==> config.mk <==
export PLATFORM = sky130hd
export DESIGN_NAME = pool2d_queue
export DESIGN_NICKNAME = d
export VERILOG_FILES = /design/src/sv/pool2d_pkg.sv /design/src/sv/pool2d_queue.sv
export SDC_FILE = /design/constraint.sdc
export NUM_CORES = 1
export LEC_CHECK = 0
export BUFFER_PORTS_ARGS = -buffer_cell sky130_fd_sc_hd__buf_2
export CAP_MARGIN = 20
export CORE_MARGIN = 4
export CORE_UTILIZATION = 52
export CTS_CLUSTER_DIAMETER = 40
export DETAILED_ROUTE_END_ITERATION = 8
export GPL_TIMING_DRIVEN = 0
export PLACE_DENSITY_LB_ADDON = 0.12
export SETUP_SLACK_MARGIN = 0.2
export SYNTH_ARGS = -nofsm -noshare
export SYNTH_HDL_FRONTEND = slang
export SYNTH_SLANG_ARGS = --single-unit
==> constraint.sdc <==
create_clock -name aclk -period 4.2 [get_ports aclk]
set_clock_uncertainty 0.15 [all_clocks]
set_input_delay 0.21 -clock aclk [delete_from_list [all_inputs] [get_ports aclk]]
set_output_delay 0.21 -clock aclk [all_outputs]
set_load 0.02 [all_outputs]
==> src/sv/pool2d_pkg.sv <==
// Shared types and constants for the 2D max/average pooling unit.
// No dependencies.
package pool2d_pkg;
    localparam int MaxCols    = 256;
    localparam int MaxWindow  = 4;
    localparam int SampleBits = 16;
    localparam int ColBits    = 8;
    localparam int RowBits    = 12;
    localparam int StoreRowBits = 2;
    localparam int AddrBits   = StoreRowBits + ColBits;
    localparam int SumBits    = SampleBits + 4;

    localparam logic [2:0] RegWinRows  = 3'd0;
    localparam logic [2:0] RegWinCols  = 3'd1;
    localparam logic [2:0] RegStepRows = 3'd2;
    localparam logic [2:0] RegStepCols = 3'd3;
    localparam logic [2:0] RegPlaneRows = 3'd4;
    localparam logic [2:0] RegPlaneCols = 3'd5;
    localparam logic [2:0] RegPoolMode = 3'd6;

    // Job handed from the front end to the window engine.
    typedef struct packed {
        logic [RowBits-1:0] r0;       // window top row (plane index)
        logic [ColBits-1:0] c0;       // window left column
        logic [2:0]         wr;       // effective window rows 1..4
        logic [2:0]         wc;       // effective window cols 1..4
        logic               avg;
        logic [RowBits-1:0] out_row;
        logic [ColBits-1:0] out_col;
        logic               last;
    } job_t;

    typedef struct packed {
        logic signed [SampleBits-1:0] value;
        logic [RowBits-1:0]           out_row;
        logic [ColBits-1:0]           out_col;
        logic                         last;
    } result_t;
endpackage

==> src/sv/pool2d_queue.sv <==
// Two-entry job queue between the front end and the window engine.
// Depends on pool2d_pkg.
module pool2d_queue (
    input  logic             aclk,
    input  logic             aresetn,
    input  logic             push,
    input  pool2d_pkg::job_t push_job,
    output logic             full,
    output logic             empty,
    input  logic             pop,
    output pool2d_pkg::job_t head
);
    pool2d_pkg::job_t mem_reg [2];
    logic rd_reg, wr_reg;
    logic [1:0] cnt_reg;

    assign full  = cnt_reg == 2'd2;
    assign empty = cnt_reg == 2'd0;
    assign head  = mem_reg[rd_reg];

    always_ff @(posedge aclk) begin
        if (push) mem_reg[wr_reg] <= push_job;
    end

    // Advance pointers and fill count.
    always_ff @(posedge aclk) begin
        if (!aresetn) begin
            rd_reg <= 1'b0; wr_reg <= 1'b0; cnt_reg <= '0;
        end else begin
            if (push) wr_reg <= ~wr_reg;
            if (pop) rd_reg <= ~rd_reg;
            cnt_reg <= cnt_reg + {1'b0, push} - {1'b0, pop};
        end
    end
endmodule

==> metrics.txt <==
outcome complete, no violations; GR peak layer met2; GRT Overall Usage 16.57%; P_leak between 2 and 2.5 nW; ys flop type edfxtp_1; DPL Wire Length around 4.3 mm; CTS resizes 0; DIE HEIGHT approximately 93 um; Critical Path Max Stage Delay approximately 0.38 ns; Min Hold Slack about 0.06 ns; Die X slightly above 90 um; met3 Use GR 4.425%; Max Slew Vio Count 0; n_diodes 0; Worst EP required 3.84 ns; critical path fanouts, max 10; CP arrival 1.59 ns; endpoints failing setup 0; CTS tree done; die area around 0.0087 mm2; layout cells sized above 1 about half; CTS max path bufs 2; top cell type by total area after synthesis edfxtp_1; synth top area cells edfxtp_1 77%, mux2_2 8.4%, mux2_4 8.0%, dfxtp_1 2.7%, buf_6 0.90%; Sink Count 101; Cell Chain, Critical Path buf_6 -> buf_6 -> mux2_4 -> buf_2; Root Buffer clkbuf_8; PnR worst setup slack about 2.3 ns; Syn Nets about 220; GRT overflow 0; DRC 0; Post-synth top cells 96 x edfxtp_1, 28 x mux2_2, 20 x mux2_4, 5 x dfxtp_1; Max Clk Rate roughly 510 MHz; Area growth syn-to-layout 36.63%; cell with the most instances after synthesis edfxtp_1; post-synthesis register bit count between 100 and 150; post-route ant nets 0; Post-Place Worst Slack 2.504 ns; RSZ-0062 raised after global routing false; average wire per standard cell approximately 16 um; Hold Crit Class primary input to flip-flop; Placer Congestion 0.6828; Slowest-stage cell, CP dfxtp_1; Slew @ Worst Pin 0.6831 ns; H-tree level count 3; Top delay family on crit path buffers and inverters; clock slew at reported path FFs ~0.090 ns; post-layout util between 70% and 80%; Placed Area 0.004442 mm2; met1 GRT Util between 10% and 20%; DR vias just over 2k; CP dominant cell by count buf_6; Synth cell types 14; Mapped Cells 170; pwr dens about 420 mW/mm2; CTS buffer count 9; drt pass-1 iters 4; Ports 102; largest net degree at the start of global routing 29; Worst-Skew Late Latency around 0.35 ns; CP endpoint kind output port; peak supply drop around 230 uV; row count 30; Yosys top cell area share around three quarters; post-layout min period about 1.9 ns; Port-buffer cells ~100; final hold violations 0; async set-reset flop share out of synthesis 0%; GR Util met2 29.27%; number of global-route vias before repair about 2.2k; Core Footprint 0.006907 mm2; Seq/Total Area, Yosys between 70% and 80%; max_slew headroom between 50% and 60%; Synth Cell Area 0.003767 mm2; Starting Density 54.55%; Synth Area per Inst roughly 22 um2; max reg flops 96; first-pass GRT wire length roughly 11 mm; critical path class flip-flop to output port; Post-synth EDFFs 96; Iter 0 DRT Violations 98; vias per cell between 4 and 5; Total Nets Final about 390; period utilisation layout 46.38%; type of origin of the critical path flip-flop; final wirelength between 6 and 7 mm; Max Cap Viol 0; initial antenna violation count 0; crit path buf inv count 3; YS warnings 0; post-route cell area roughly 0.0051 mm2
[layout by cell type, fill, tap and decap left out, types with 3 or more instances in the layout]
cell | synthesis | layout
dfxtp_1 | 5 | 5
and2_1 | 4 | 3
mux2_4 | 20 | 20
dlygate4sd3_1 | 0 | 49
buf_6 | 3 | 3
edfxtp_1 | 96 | 96
mux2_2 | 28 | 28
nor2b_1 | 4 | 3
buf_2 | 2 | 103
clkbuf_8 | 0 | 9
[kinds of logic (layout without fill, tap and decap cells)]
kind of cell,after synthesis,in the layout,share of synthesized area (%)
flip-flops,101,101,79.18
multiplexers,48,48,16.34
AND/OR/NAND/NOR,9,9,1.428
buffers and inverters,7,175,1.362
adder cells (fa/ha/maj),2,2,0.6641
XOR/XNOR,2,2,0.8303
AO/OA/AOI/OAI,1,1,0.1993
[stage by stage]
stage | cells | TNS, ns | total power [mW]
floorplan | 170 | 0 | 1.400
global placement | 367 | -7.215 | 1.498
detailed placement | 369 | 0 | 1.508
CTS | 434 | 0 | 2.182
global route | 434 | 0 | 2.254
finish | 434 | 0 | 2.161
[routing by layer]
layer  share of wire [%]  vias to the layer above
li1                    -                      986
met1                  38                      976
met2                  54                       68
met3                 5.9                       11
met4                 2.2                        0
met5                   0                        -
[power breakdown]
group | internal, mW | total, mW | switching (mW)
clock network | 0.334 | 0.643 | 0.309
logic | 0.168 | 0.340 | 0.172
registers | 1.16 | 1.18 | 0.0161
[layout make-up]
type	count	area, um2
plain buffers	5	43.79
clock buffers	10	127.6
clock inverters	6	87.58
fillers	458	1759
inverters	2	7.507
multi-input cells	62	742.0
flip-flops and latches	101	2983
well taps	96	120.1
repair buffers	152	1036
[repair_timing]
item / in CTS / in global routing
endpoints found under the setup margin: 0 / 0
hold endpoints to repair: 101 / 0
hold buffers: 49 / 0
setup buffers: 0 / 0
[worst reg2reg max path: stages, from the launching register on]
cell     delay [ns]
dfxtp_1        0.40
and2_2         0.53
buf_12         0.27
[path summary, 6_finish.rpt]
path | startpoint | to | slack [ns] | cells past startpoint
max | flip-flop | head[37] | 2.25 | 4
min | push | wr_reg | 0.06 | 3
max reg2reg | wr_reg | mem_reg[1][28] | 2.54 | 2
min reg2reg | rd_reg | flip-flop | 0.45 | 2
Note: power is estimated with default switching activity, not from simulation.
