**src/sv/pool2d_pkg.sv**
```systemverilog
// Shared types and constants for the 2D max/average pooling unit.
// No dependencies.
package pool2d_pkg;
    localparam int MaxCols    = 256;
    localparam int MaxWindow  = 4;
    localparam int SampleBits = 16;
    localparam int ColBits    = 8;
    localparam int RowBits    = 12;
    localparam int StoreRowBits = 2;
    localparam int AddrBits   = StoreRowBits + ColBits;
    localparam int SumBits    = SampleBits + 4;

    localparam logic [2:0] RegWinRows  = 3'd0;
    localparam logic [2:0] RegWinCols  = 3'd1;
    localparam logic [2:0] RegStepRows = 3'd2;
    localparam logic [2:0] RegStepCols = 3'd3;
    localparam logic [2:0] RegPlaneRows = 3'd4;
    localparam logic [2:0] RegPlaneCols = 3'd5;
    localparam logic [2:0] RegPoolMode = 3'd6;

    // Job handed from the front end to the window engine.
    typedef struct packed {
        logic [RowBits-1:0] r0;       // window top row (plane index)
        logic [ColBits-1:0] c0;       // window left column
        logic [2:0]         wr;       // effective window rows 1..4
        logic [2:0]         wc;       // effective window cols 1..4
        logic               avg;
        logic [RowBits-1:0] out_row;
        logic [ColBits-1:0] out_col;
        logic               last;
    } job_t;

    typedef struct packed {
        logic signed [SampleBits-1:0] value;
        logic [RowBits-1:0]           out_row;
        logic [ColBits-1:0]           out_col;
        logic                         last;
    } result_t;
endpackage

```
**src/sv/pool2d_front.sv**
```systemverilog
// Front end: counts raster position, classifies window corners, builds jobs.
// Depends on pool2d_pkg.
module pool2d_front (
    input  logic                                aclk,
    input  logic                                aresetn,
    input  logic [2:0]                          wr_i,
    input  logic [2:0]                          wc_i,
    input  logic [2:0]                          sr_i,
    input  logic [2:0]                          sc_i,
    input  logic [12:0]                         nr_i,
    input  logic [8:0]                          nc_i,
    input  logic                                avg_i,
    input  logic                                in_fire,
    output logic                                wr_en,
    output logic [pool2d_pkg::AddrBits-1:0]     wr_addr,
    output logic                                row_start,
    output logic                                job_valid,
    output pool2d_pkg::job_t                    job
);
    logic [pool2d_pkg::RowBits-1:0] row_reg, row_next;
    logic [pool2d_pkg::ColBits-1:0] col_reg, col_next;
    // Row/col phase within stride, and pooled output indexes.
    logic [2:0] rph_reg, rph_next, cph_reg, cph_next;
    logic [pool2d_pkg::RowBits-1:0] orow_reg, orow_next;
    logic [pool2d_pkg::ColBits-1:0] ocol_reg, ocol_next;
    logic [12:0] r1, c1, last_r, last_c;
    logic row_end, plane_end, in_plane, r_ok, c_ok;

    // Positions are checked as (pos+1-w) counted by phase counters; phase counts
    // from the first full window, so no division is needed.
    assign r1 = {1'b0, row_reg} + 13'd1;
    assign c1 = {5'b0, col_reg} + 13'd1;
    assign in_plane = (r1 <= nr_i) && (c1 <= {4'b0, nc_i});
    assign r_ok = (r1 >= {10'b0, wr_i}) && (rph_reg == 3'd0);
    assign c_ok = (c1 >= {10'b0, wc_i}) && (cph_reg == 3'd0);
    assign row_end = c1 >= {4'b0, nc_i};
    assign plane_end = row_end && (r1 >= nr_i);
    assign last_r = nr_i - r1;
    assign last_c = {4'b0, nc_i} - c1;

    assign wr_en     = in_fire && in_plane;
    assign wr_addr   = {row_reg[pool2d_pkg::StoreRowBits-1:0], col_reg};
    assign row_start = col_reg == '0;

    // Advance counters and phases.
    always_comb begin
        row_next = row_reg; col_next = col_reg;
        rph_next = rph_reg; cph_next = cph_reg;
        orow_next = orow_reg; ocol_next = ocol_reg;
        if (in_fire) begin
            if (c1 >= {10'b0, wc_i}) begin
                if (c_ok) ocol_next = ocol_reg + 1'b1;
                cph_next = (cph_reg + 3'd1 >= sc_i) ? 3'd0 : cph_reg + 3'd1;
            end
            col_next = col_reg + 1'b1;
            if (row_end) begin
                col_next = '0; cph_next = '0; ocol_next = '0;
                if (r1 >= {10'b0, wr_i}) begin
                    if (r_ok) orow_next = orow_reg + 1'b1;
                    rph_next = (rph_reg + 3'd1 >= sr_i) ? 3'd0 : rph_reg + 3'd1;
                end
                row_next = row_reg + 1'b1;
                if (plane_end) begin
                    row_next = '0; rph_next = '0; orow_next = '0;
                end
            end
        end
    end

    always_ff @(posedge aclk) begin
        if (!aresetn) begin
            row_reg <= '0; col_reg <= '0; rph_reg <= '0; cph_reg <= '0;
            orow_reg <= '0; ocol_reg <= '0;
        end else begin
            row_reg <= row_next; col_reg <= col_next;
            rph_reg <= rph_next; cph_reg <= cph_next;
            orow_reg <= orow_next; ocol_reg <= ocol_next;
        end
    end

    // Last result: no further full window fits below or to the right.
    assign job_valid = wr_en && r_ok && c_ok;
    always_comb begin
        job.r0 = row_reg + 12'd1 - {9'b0, wr_i};
        job.c0 = col_reg + 8'd1 - {5'b0, wc_i};
        job.wr = wr_i;
        job.wc = wc_i;
        job.avg = avg_i;
        job.out_row = orow_reg;
        job.out_col = ocol_reg;
        job.last = (last_r < {10'b0, sr_i}) && (last_c < {10'b0, sc_i});
    end
endmodule

```
**config.mk**
```make
export PLATFORM = sky130hd
export DESIGN_NAME = pool2d_front
export DESIGN_NICKNAME = d
export VERILOG_FILES = /design/src/sv/pool2d_pkg.sv /design/src/sv/pool2d_front.sv
export SDC_FILE = /design/constraint.sdc
export NUM_CORES = 1
export LEC_CHECK = 0
export CAP_MARGIN = 20
export CORE_MARGIN = 10
export CORE_UTILIZATION = 55
export CTS_BUF_LIST = sky130_fd_sc_hd__clkbuf_8 sky130_fd_sc_hd__clkbuf_16
export DETAILED_ROUTE_END_ITERATION = 7
export DONT_BUFFER_PORTS = 1
export GPL_TIMING_DRIVEN = 0
export PLACE_DENSITY = 0.8
export SYNTH_ARGS = -nofsm -noshare
export SYNTH_HDL_FRONTEND = slang
export SYNTH_SLANG_ARGS = --single-unit
```
**constraint.sdc**
```tcl
create_clock -name aclk -period 4.2 [get_ports aclk]
set_clock_uncertainty 0.1 [all_clocks]
set_input_delay 0.84 -clock aclk [delete_from_list [all_inputs] [get_ports aclk]]
set_output_delay 0.84 -clock aclk [all_outputs]
set_load 0.1 [all_outputs]
```
==> impl_metrics.env, run 1 <==
export IMPL_rr_endpoint="cph_reg[2]"
export IMPL_postPlaceCellArea_sq_um=5430
export IMPL_yosysWarnings=0
export IMPL_synth_top_family_by_area="simple AND/OR/NAND/NOR gates"
export IMPL_cap_violations=0
export IMPL_num_rows=33
export IMPL_critPathCaptureType="output pin"
export IMPL_finalSetupTns_ns=-1.93
export IMPL_dpl_hpwl_mm=10.9
export IMPL_switching_share_pct=44.8
export IMPL_ys_seq_area_share_pct=19.6
export IMPL_dp_cells=718
export IMPL_yosys_register_bits=46
export IMPL_drive_gt1_share_pct=33.4
export IMPL_p_comb_share_pct=48.5
export IMPL_synth_compound_area_share_pct=17.7
export IMPL_yosys_area_share_xor_xnor_pct=11.4
export IMPL_p_clk_share_pct=20.9
export IMPL_clkTransAtPathRegs_ns=0.09
export IMPL_num_nets_final=752
export IMPL_p_switching_uw=688
export IMPL_async_flop_share_pct=0
export IMPL_p_seq_share_pct=30.7
export IMPL_synth_top_area_cell="dfxtp_1"
export IMPL_root_buffer="clkbuf_8"
export IMPL_synthToLayoutAreaGrowth_pct=34.7
export IMPL_hold_class="reg -> reg"
export IMPL_grt_pass1_vias=4931
export IMPL_netlist_top_cells_area="dfxtp_1 (20%), ha_1 (12%), xnor2_1 (4.8%)"
export IMPL_whs_endpoint="cph_reg[1]"
export IMPL_crit_top_cell="buf_8"
export IMPL_io_pins=99
export IMPL_dieWidth_um=113
export IMPL_io_buffers=0
export IMPL_grt_pass1_wl_mm=25.8
export IMPL_drv_slew=0
export IMPL_rsz0062_at_grt="yes"
export IMPL_synth_edff_count=0
export IMPL_final_area_sq_um=6340
export IMPL_synthMuxAreaShare_pct=0.665
export IMPL_tightest_slew_ns=1.19
export IMPL_ant_nets=0
export IMPL_synth_nets=686
export IMPL_routabilityCongestion=0.927
export IMPL_start_kind="flop"
export IMPL_synthAdderAreaFrac_pct=13.9
export IMPL_fmax_mhz=195
export IMPL_post_route_util_pct=76.8
export IMPL_fp_dieH_um=113
export IMPL_finalWirelength_mm=19.6
export IMPL_crit_slowest_cell="dfxtp_4"
export IMPL_synth_area_sq_um=4710
export IMPL_critPathKind="reg -> out"
export IMPL_r2r_cells=14
export IMPL_cts_buffers=5
export IMPL_p_leak_nw=2.51
export IMPL_synth_top_area_share_pct=19.6
export IMPL_post_route_period_util_pct=122
export IMPL_grt_max_degree=14
export IMPL_crit_chain="buf_8 -> nand3_2 -> xor2_2 -> ha_2 -> o21ai_0 -> a21oi_2 -> nor2_1 -> or3_4 -> a2111oi_4 -> o2111ai_1 -> or4_4 -> nor4_4 -> buf_8"
export IMPL_cp_required_ns=3.26
export IMPL_core_sq_um=8260
export IMPL_fin_cells=772
export IMPL_peakVddDrop_mv=0.305
export IMPL_dieArea_sq_um=12700
export IMPL_dr_first_iter_drc_count=752
export IMPL_cts_sinks=46
export IMPL_worstHoldStart="cph_reg[1]"
export IMPL_r2r_setup_slack_ns=-0.04
export IMPL_syn_avg_cell_area_sq_um=7.85
export IMPL_antenna_found_initial=0
export IMPL_worstPathMaxFanout=6
export IMPL_synth_cell_types=78
export IMPL_cts_buffer_depth=2
export IMPL_cellPowerDensity_nw_per_um2=242
export IMPL_violations="negative setup slack"
export IMPL_h_tree_depth=2
export IMPL_grtUsageTotal_pct=24.2
export IMPL_gr_total_overflow=0
export IMPL_start_util_pct=57.0
export IMPL_finalHoldViolations=0
export IMPL_viasPerCell=7.11
export IMPL_p_int_uw=849
export IMPL_cts_tree="yes"
export IMPL_hold_buffers=0
export IMPL_outcome="finished, violations left"
export IMPL_wire_per_inst_um=25.4
export IMPL_remaining_drc_errors=0
export IMPL_holdPathStages=2
export IMPL_cp_arrival_ns=4.18
export IMPL_yosys_area_share_simple_pct=29.3
export IMPL_setup_slack_ns=-0.924
export IMPL_maxSlewHeadroom_pct=20.7
export IMPL_period_minus_slack_ns=5.12
export IMPL_via_count=5490
export IMPL_finalSetupViolCount=5
export IMPL_synthFlopType="dfxtp_1"
export IMPL_syn_inst=600
export IMPL_cpPeakStageDelay_ns=0.56
export IMPL_clkLatencyLatePin_ns=0.30
export IMPL_dr_pass1_iters=8
export IMPL_r2r_start="col_reg[3]"
export IMPL_antennaDiodeCount=0
critical path: cells and delay by family, from the launching register on:
family,cells,cell delay [ns]
simple gates,5,1.32
compound gates,4,0.95
flops,1,0.56
buf+inv,2,0.41
fa+ha+maj,1,0.40
xor+xnor,1,0.24
stage by stage:
stage          hold WS, ns  setup WS (ns)  power [mW]
2_1_floorplan        0.357         -0.720       0.966
3_3_place_gp         0.368          -1.20        1.03
3_5_place_dp         0.383         -0.621        1.12
4_1_cts              0.396         -0.556        1.46
5_1_grt              0.417         -0.956        1.59
6_report             0.401         -0.924        1.54
synth_stat cells (all sizes together) (4+ instances only):
master and number:
and3 10, fa 4, xor2 25, dfxtp 46, xnor2 28, nor4 7, nor2 43, or2 9
o311ai 8, o21ai 26, nand4 23, or4 7, a21o 7, nand2b 13, a21oi 42, buf 18
nor3 10, inv 46, or3 15, ha 44, nor2b 8, a211oi 4, o21a 5, nand2 59
nand3 33, clkbuf 14, a21boi 4
per-layer routing:
| layer | routed length [um] | GRT usage [%] | up-vias |
|---|---|---|---|
| li1 | - | - | 2260 |
| met1 | 6720 | 28.7 | 2543 |
| met2 | 8930 | 41.1 | 515 |
| met3 | 2310 | 5.01 | 172 |
| met4 | 1650 | 11.1 | 0 |
| met5 | 0 | 0 | - |
cells by family (layout without fill, tap and decap cells):
kind of cell / after synthesis / count (layout)
AO/OA/AOI/OAI: 123 / 123
XOR/XNOR: 55 / 55
adder cells (fa/ha/maj): 50 / 50
buffers and inverters: 78 / 145
flip-flops: 46 / 46
multiplexers: 3 / 3
AND/OR/NAND/NOR: 245 / 245
power groups by stage:
stage	registers [mW]	logic [mW]	clock network (mW)
6_report	0.471	0.745	0.321
4_1_cts	0.471	0.668	0.324
3_5_place_dp	0.483	0.636	0
3_3_place_gp	0.482	0.545	0
5_1_grt	0.473	0.767	0.347
2_1_floorplan	0.479	0.487	0
worst max path at each step:
stage	startpoint	endpoint	slack, ns
3_3_place_gp	row_reg[0]	job_valid	-1.20
2_1_floorplan	col_reg[0]	job[0]	-0.72
5_1_grt	col_reg[1]	job[0]	-0.96
3_5_place_dp	row_reg[0]	job_valid	-0.62
6_report	col_reg[2]	job[0]	-0.92
4_1_cts	col_reg[0]	job[0]	-0.56
area by class of cell:
cell class                      instances  area, sq um
Buffer                                 30          224
Timing Repair Buffer                   61          656
Tap cell                              105          131
Multi-Input combinational cell        476         4100
Inverter                               46          175
Clock inverter                          3         37.5
Sequential cell                        46          955
Clock buffer                            5         68.8
Fill cell                             491         1920
repair_timing:
| action | 4_1_cts | 5_1_grt |
|---|---|---|
| setup endpoints to repair | 32 | 27 |
| setup buffers | 27 | 21 |
| resized for setup | 47 | 43 |
| pin swaps | 17 | 20 |
cells in the final DEF, fill, tap and decap left out, drive strengths merged, types with 8 or more instances in the layout:
| master | synthesis | routed |
|---|---|---|
| or2 | 9 | 9 |
| o311ai | 8 | 8 |
| or3 | 15 | 15 |
| nand2b | 13 | 13 |
| nand4 | 23 | 23 |
| nor2b | 8 | 8 |
| clkbuf | 14 | 16 |
| a21oi | 42 | 42 |
| nor2 | 43 | 43 |
| ha | 44 | 44 |
| xnor2 | 28 | 28 |
| and3 | 10 | 10 |
| buf | 18 | 80 |
| inv | 46 | 48 |
| dfxtp | 46 | 46 |
| xor2 | 25 | 25 |
| nor3 | 10 | 10 |
| nand3 | 33 | 33 |
| nand2 | 59 | 59 |
| o21ai | 26 | 26 |
(Power assumes the default switching activity.)
==> run 2: changes to the inputs <==
Settings changed: SKIP_LAST_GASP set to 1.
==> run 2 against run 1 <==
The flow finishes with violations (design-rule violations, negative setup slack). Power shrank 1.1%. Sequential power hardly changed. Critical path depth grew 1. Combinational power decreased by 2%. Global-route usage is the same. Final cell count is the same.
==> impl_metrics.env, run 2 (synthesis results as in run 1) <==
export IMPL_outcome="finished, violations left"
export IMPL_violations="design-rule violations, negative setup slack"
export IMPL_critPathCaptureType="output pin"
export IMPL_root_buffer="clkbuf_8"
export IMPL_setup_slack_ns=-0.900
export IMPL_drive_gt1_share_pct=33.1
export IMPL_grtUsageTotal_pct=24.2
export IMPL_p_leak_nw=2.51
export IMPL_crit_slowest_cell="dfxtp_4"
export IMPL_clkLatencyLatePin_ns=0.30
export IMPL_clkTransAtPathRegs_ns=0.08
export IMPL_dieArea_sq_um=12700
export IMPL_h_tree_depth=2
export IMPL_antenna_found_initial=0
export IMPL_gr_total_overflow=0
export IMPL_grt_pass1_vias=4931
export IMPL_io_buffers=0
export IMPL_p_total_mw=1.52
export IMPL_hold_class="reg -> reg"
export IMPL_cellPowerDensity_nw_per_um2=240
export IMPL_grt_max_degree=14
export IMPL_crit_start="col_reg[1]"
export IMPL_finalSetupViolCount=3
export IMPL_cpPeakStageDelay_ns=0.63
export IMPL_post_route_util_pct=76.6
export IMPL_start_util_pct=57.0
export IMPL_post_route_period_util_pct=121
export IMPL_cp_arrival_ns=4.16
export IMPL_critPathKind="reg -> out"
export IMPL_antennaDiodeCount=0
export IMPL_cap_violations=0
export IMPL_final_area_sq_um=6330
export IMPL_wire_per_inst_um=24.3
export IMPL_period_minus_slack_ns=5.10
export IMPL_peakVddDrop_mv=0.304
export IMPL_crit_chain="inv_2 -> ha_4 -> inv_1 -> ha_1 -> nand2b_1 -> nand2b_1 -> a211oi_1 -> nor2_1 -> or3_4 -> a2111oi_4 -> o2111ai_1 -> or4_4 -> nor4_4 -> buf_8"
export IMPL_ant_nets=0
export IMPL_via_count=5350
export IMPL_final_common_cell="buf_4"
export IMPL_cts_buffers=5
export IMPL_worstPathMaxFanout=8
export IMPL_num_rows=33
export IMPL_dr_first_iter_drc_count=736
export IMPL_core_sq_um=8260
export IMPL_viasPerCell=6.93
export IMPL_r2r_start="col_reg[3]"
export IMPL_cts_sinks=46
export IMPL_tightest_slew_ns=1.20
export IMPL_fmax_mhz=196
export IMPL_cts_buffer_depth=2
export IMPL_maxSlewHeadroom_pct=20.0
export IMPL_worstHoldStart="cph_reg[1]"
export IMPL_remaining_drc_errors=8
export IMPL_cts_tree="yes"
export IMPL_num_nets_final=752
export IMPL_dp_cells=718
export IMPL_finalHoldViolations=0
export IMPL_fp_dieH_um=113
export IMPL_hold_buffers=0
export IMPL_fillers=489
export IMPL_grt_pass1_wl_mm=25.8
export IMPL_io_pins=99
export IMPL_finalWirelength_mm=18.8
export IMPL_drv_slew=0
export IMPL_crit_top_cell="nand2b_1"
export IMPL_postPlaceCellArea_sq_um=5430
export IMPL_dieWidth_um=113
export IMPL_cp_required_ns=3.26
export IMPL_fin_cells=772
export IMPL_synthToLayoutAreaGrowth_pct=34.4
export IMPL_start_kind="flop"
export IMPL_dr_pass1_iters=8
export IMPL_routabilityCongestion=0.927
export IMPL_layout_common_cells="buf_4 (60), nand2_1 (56), inv_1 (44)"
export IMPL_multi_input_area_sq_um=4080
export IMPL_register_area_sq_um=955
export IMPL_rsz0062_at_grt="yes"
export IMPL_dpl_hpwl_mm=10.9
## run 2: changes by cell type in the layout (fill, tap and decap cells not counted)
cell | previous run | this run
ha_4 | 12 | 11
buf_6 | 2 | 3
buf_8 | 6 | 5
inv_1 | 43 | 44
inv_2 | 4 | 3
ha_1 | 28 | 29
## run 2: what timing repair did
item / in CTS / in global routing
resized for setup: 47 / 40
pin swaps: 17 / 20
gates cloned: 0 / 0
setup buffers: 27 / 21
setup endpoints to repair: 32 / 27
## run 2: worst paths after layout
check	endpoint	slack, ns	cells past startpoint
setup reg to reg	orow_reg[6]	0.05	16
setup / recovery	job[0]	-0.90	14
hold / removal	cph_reg[1]	0.40	2
hold reg to reg	cph_reg[1]	0.40	2
## run 2: stage by stage
step	hold WS [ns]	TNS, ns	setup WS (ns)
after floorplan	0.357	-1.43	-0.720
after global placement	0.368	-4.69	-1.20
after detailed placement	0.383	-5.63	-0.621
after CTS	0.396	-1.13	-0.556
after global routing	0.416	-2.49	-0.901
final	0.399	-1.73	-0.900
## run 2: per-layer routing
metal  track usage (%)  part of all wire [%]  vias up
met4              11.1                   6.5        0
met5                 0                     0        -
li1                  -                     -     2263
met2              41.1                    47      483
met1              28.7                    36     2470
met3              5.01                    11      134
## run 2: power by group
| part | internal [mW] | switching [mW] |
|---|---|---|
| clock network | 0.173 | 0.145 |
| logic | 0.235 | 0.495 |
| registers | 0.438 | 0.0340 |
| total | 0.846 | 0.673 |
## run 2: layout make-up
| cell class | instances | share of cell area [%] |
|---|---|---|
| Multi-Input combinational cell | 476 | 64.5 |
| Sequential cell | 46 | 15.1 |
| Timing Repair Buffer | 61 | 10.4 |
| Buffer | 30 | 3.48 |
| Inverter | 46 | 2.77 |
| Tap cell | 105 | 2.08 |
| Clock buffer | 5 | 1.09 |
| Clock inverter | 3 | 0.593 |
## run 2: critical path, delay by kind of cell, from the launching register on
kind / cells / cell delay (ns)
and+or+nand+nor: 6 / 1.39
AOI/OAI and AO/OA: 3 / 0.85
DFF: 1 / 0.63
adders and majority gates: 2 / 0.61
buffers and inverters: 3 / 0.38
==> run 3: changes to the inputs <==
Settings changed: CTS_BUF_LIST sky130_fd_sc_hd__clkbuf_8 sky130_fd_sc_hd__clkbuf_16 to sky130_fd_sc_hd__clkbuf_4 sky130_fd_sc_hd__clkbuf_8 sky130_fd_sc_hd__clkbuf_16, MAX_ROUTING_LAYER set to met4.
==> run 3 against run 2 <==
Sequential power is essentially flat. Die area unchanged. The run ends with negative setup slack left. Register-to-register slack hardly changed. Worst hold slack improved by 0.0027 ns. Core utilization fell by 1.1 points. Critical endpoint unchanged.
==> impl_metrics.env, run 3 (synthesis results as in run 1) <==
export IMPL_fp_dieH_um=113
export IMPL_period_minus_slack_ns=5.03
export IMPL_outcome="finished, violations left"
export IMPL_critPathCaptureType="output pin"
export IMPL_worstPathMaxFanout=8
export IMPL_post_route_period_util_pct=120
export IMPL_rsz0062_at_grt="yes"
export IMPL_core_sq_um=8260
export IMPL_cts_tree="yes"
export IMPL_cp_arrival_ns=4.09
export IMPL_dpl_hpwl_mm=10.7
export IMPL_drive_gt1_share_pct=31.2
export IMPL_grt_pass1_vias=4752
export IMPL_cap_violations=0
export IMPL_cts_buffer_depth=2
export IMPL_synthToLayoutAreaGrowth_pct=32.5
export IMPL_gr_total_overflow=0
export IMPL_antenna_found_initial=0
export IMPL_antennaDiodeCount=0
export IMPL_via_count=5138
export IMPL_fmax_mhz=199
export IMPL_timing_hold_ws_ns=0.401
export IMPL_clkLatencyLatePin_ns=0.30
export IMPL_num_rows=33
export IMPL_finalSetupTns_ns=-1.84
export IMPL_viasPerCell=6.74
export IMPL_p_leak_nw=2.45
export IMPL_dieArea_sq_um=12700
export IMPL_cts_buffers=5
export IMPL_tightest_slew_ns=1.28
export IMPL_finalWirelength_mm=17.6
export IMPL_setup_slack_ns=-0.825
export IMPL_peakVddDrop_mv=0.255
export IMPL_clkTransAtPathRegs_ns=0.08
export IMPL_wire_per_inst_um=23.1
export IMPL_finalHoldViolations=0
export IMPL_grt_max_degree=14
export IMPL_cts_sinks=46
export IMPL_start_kind="flop"
export IMPL_maxSlewHeadroom_pct=14.5
export IMPL_drv_slew=0
export IMPL_critPathKind="reg -> out"
export IMPL_cellPowerDensity_nw_per_um2=246
export IMPL_dr_pass1_iters=5
export IMPL_num_nets_final=742
export IMPL_finalSetupViolCount=3
export IMPL_start_util_pct=57.0
export IMPL_grtUsageTotal_pct=23.3
export IMPL_layout_common_cells="nand2_1 (57), buf_4 (50), inv_1 (43)"
export IMPL_final_common_cell="nand2_1"
export IMPL_cp_required_ns=3.26
export IMPL_violations="negative setup slack"
export IMPL_hold_class="reg -> reg"
export IMPL_root_buffer="clkbuf_8"
export IMPL_io_pins=99
export IMPL_remaining_drc_errors=0
export IMPL_grt_pass1_wl_mm=24.4
export IMPL_io_buffers=0
export IMPL_ant_nets=0
export IMPL_dieWidth_um=113
export IMPL_h_tree_depth=2
export IMPL_dr_first_iter_drc_count=785
export IMPL_routabilityCongestion=0.945
## run 3: cell types whose count changed in the layout (fill, tap and decap cells not counted), moves of 2 or more
cell	before	now
dfxtp_2	3	1
clkbuf_4	0	3
a21oi_2	5	3
nand3_2	4	2
dfxtp_1	35	37
nor2b_1	4	6
buf_4	60	50
nand3_1	28	30
nor2b_2	3	1
a21oi_1	37	39
## run 3: critical path, stage by stage, from the launching register on
cell and delay, ns:
dfxtp_4 0.62, ha_4 0.27, nand3_1 0.25, xor2_4 0.26, ha_1 0.38, xor2_1 0.20
or3_4 0.41, a2111oi_4 0.36, o2111ai_2 0.17, or4_4 0.45, nor4_4 0.18, buf_8 0.24
## run 3: metal layers
| layer | global-route usage (%) | up-vias | part of all wire, % |
|---|---|---|---|
| met4 | 7.02 | 0 | 6.7 |
| met3 | 4.37 | 114 | 10 |
| li1 | - | 2241 | - |
| met2 | 39.5 | 360 | 48 |
| met5 | - | - | 0 |
| met1 | 27.3 | 2423 | 36 |
## run 3: path summary, 6_finish.rpt
check,startpoint,to,slack (ns),cells after the start
worst min-delay path,cph_reg[1],cph_reg[1],0.40,2
worst max register to register,col_reg[1],orow_reg[7],0.06,16
worst max-delay path,col_reg[1],job[0],-0.83,11
worst min register to register,cph_reg[1],cph_reg[1],0.40,2
## run 3: final cells by class
cell class              instances  area (sq um)
inverters                      46           175
flip-flops and latches         46           952
plain buffers                  30           220
repair buffers                 51           599
clock buffers                   7          83.8
fillers                       519          2020
well taps                     105           131
multi-input cells             476          4040
clock inverters                 1          30.0
## run 3: repair_timing
| item | in CTS | in global routing |
|---|---|---|
| setup buffers | 25 | 12 |
| gates cloned | 0 | 0 |
| pin swaps | 19 | 15 |
| hold buffers | 0 | 0 |
| resized for setup | 34 | 40 |
| setup endpoints to repair | 30 | 36 |
## run 3: metrics by stage
step	area, sq um	util [%]	cells	total power, mW	worst slack, ns
final	6240	75.5	762	1.54	-0.825
after global routing	6240	75.5	762	1.59	-0.913
after CTS	5890	71.4	749	1.47	-0.612
after detailed placement	5410	65.5	717	1.11	-0.628
after global placement	5050	61.1	705	1.03	-1.20
after floorplan	4920	-	600	0.966	-0.720
## run 3: report_power, final
part / switching (mW) / internal [mW]
sequential: 0.0327 / 0.438
combinational: 0.488 / 0.236
clock: 0.150 / 0.191
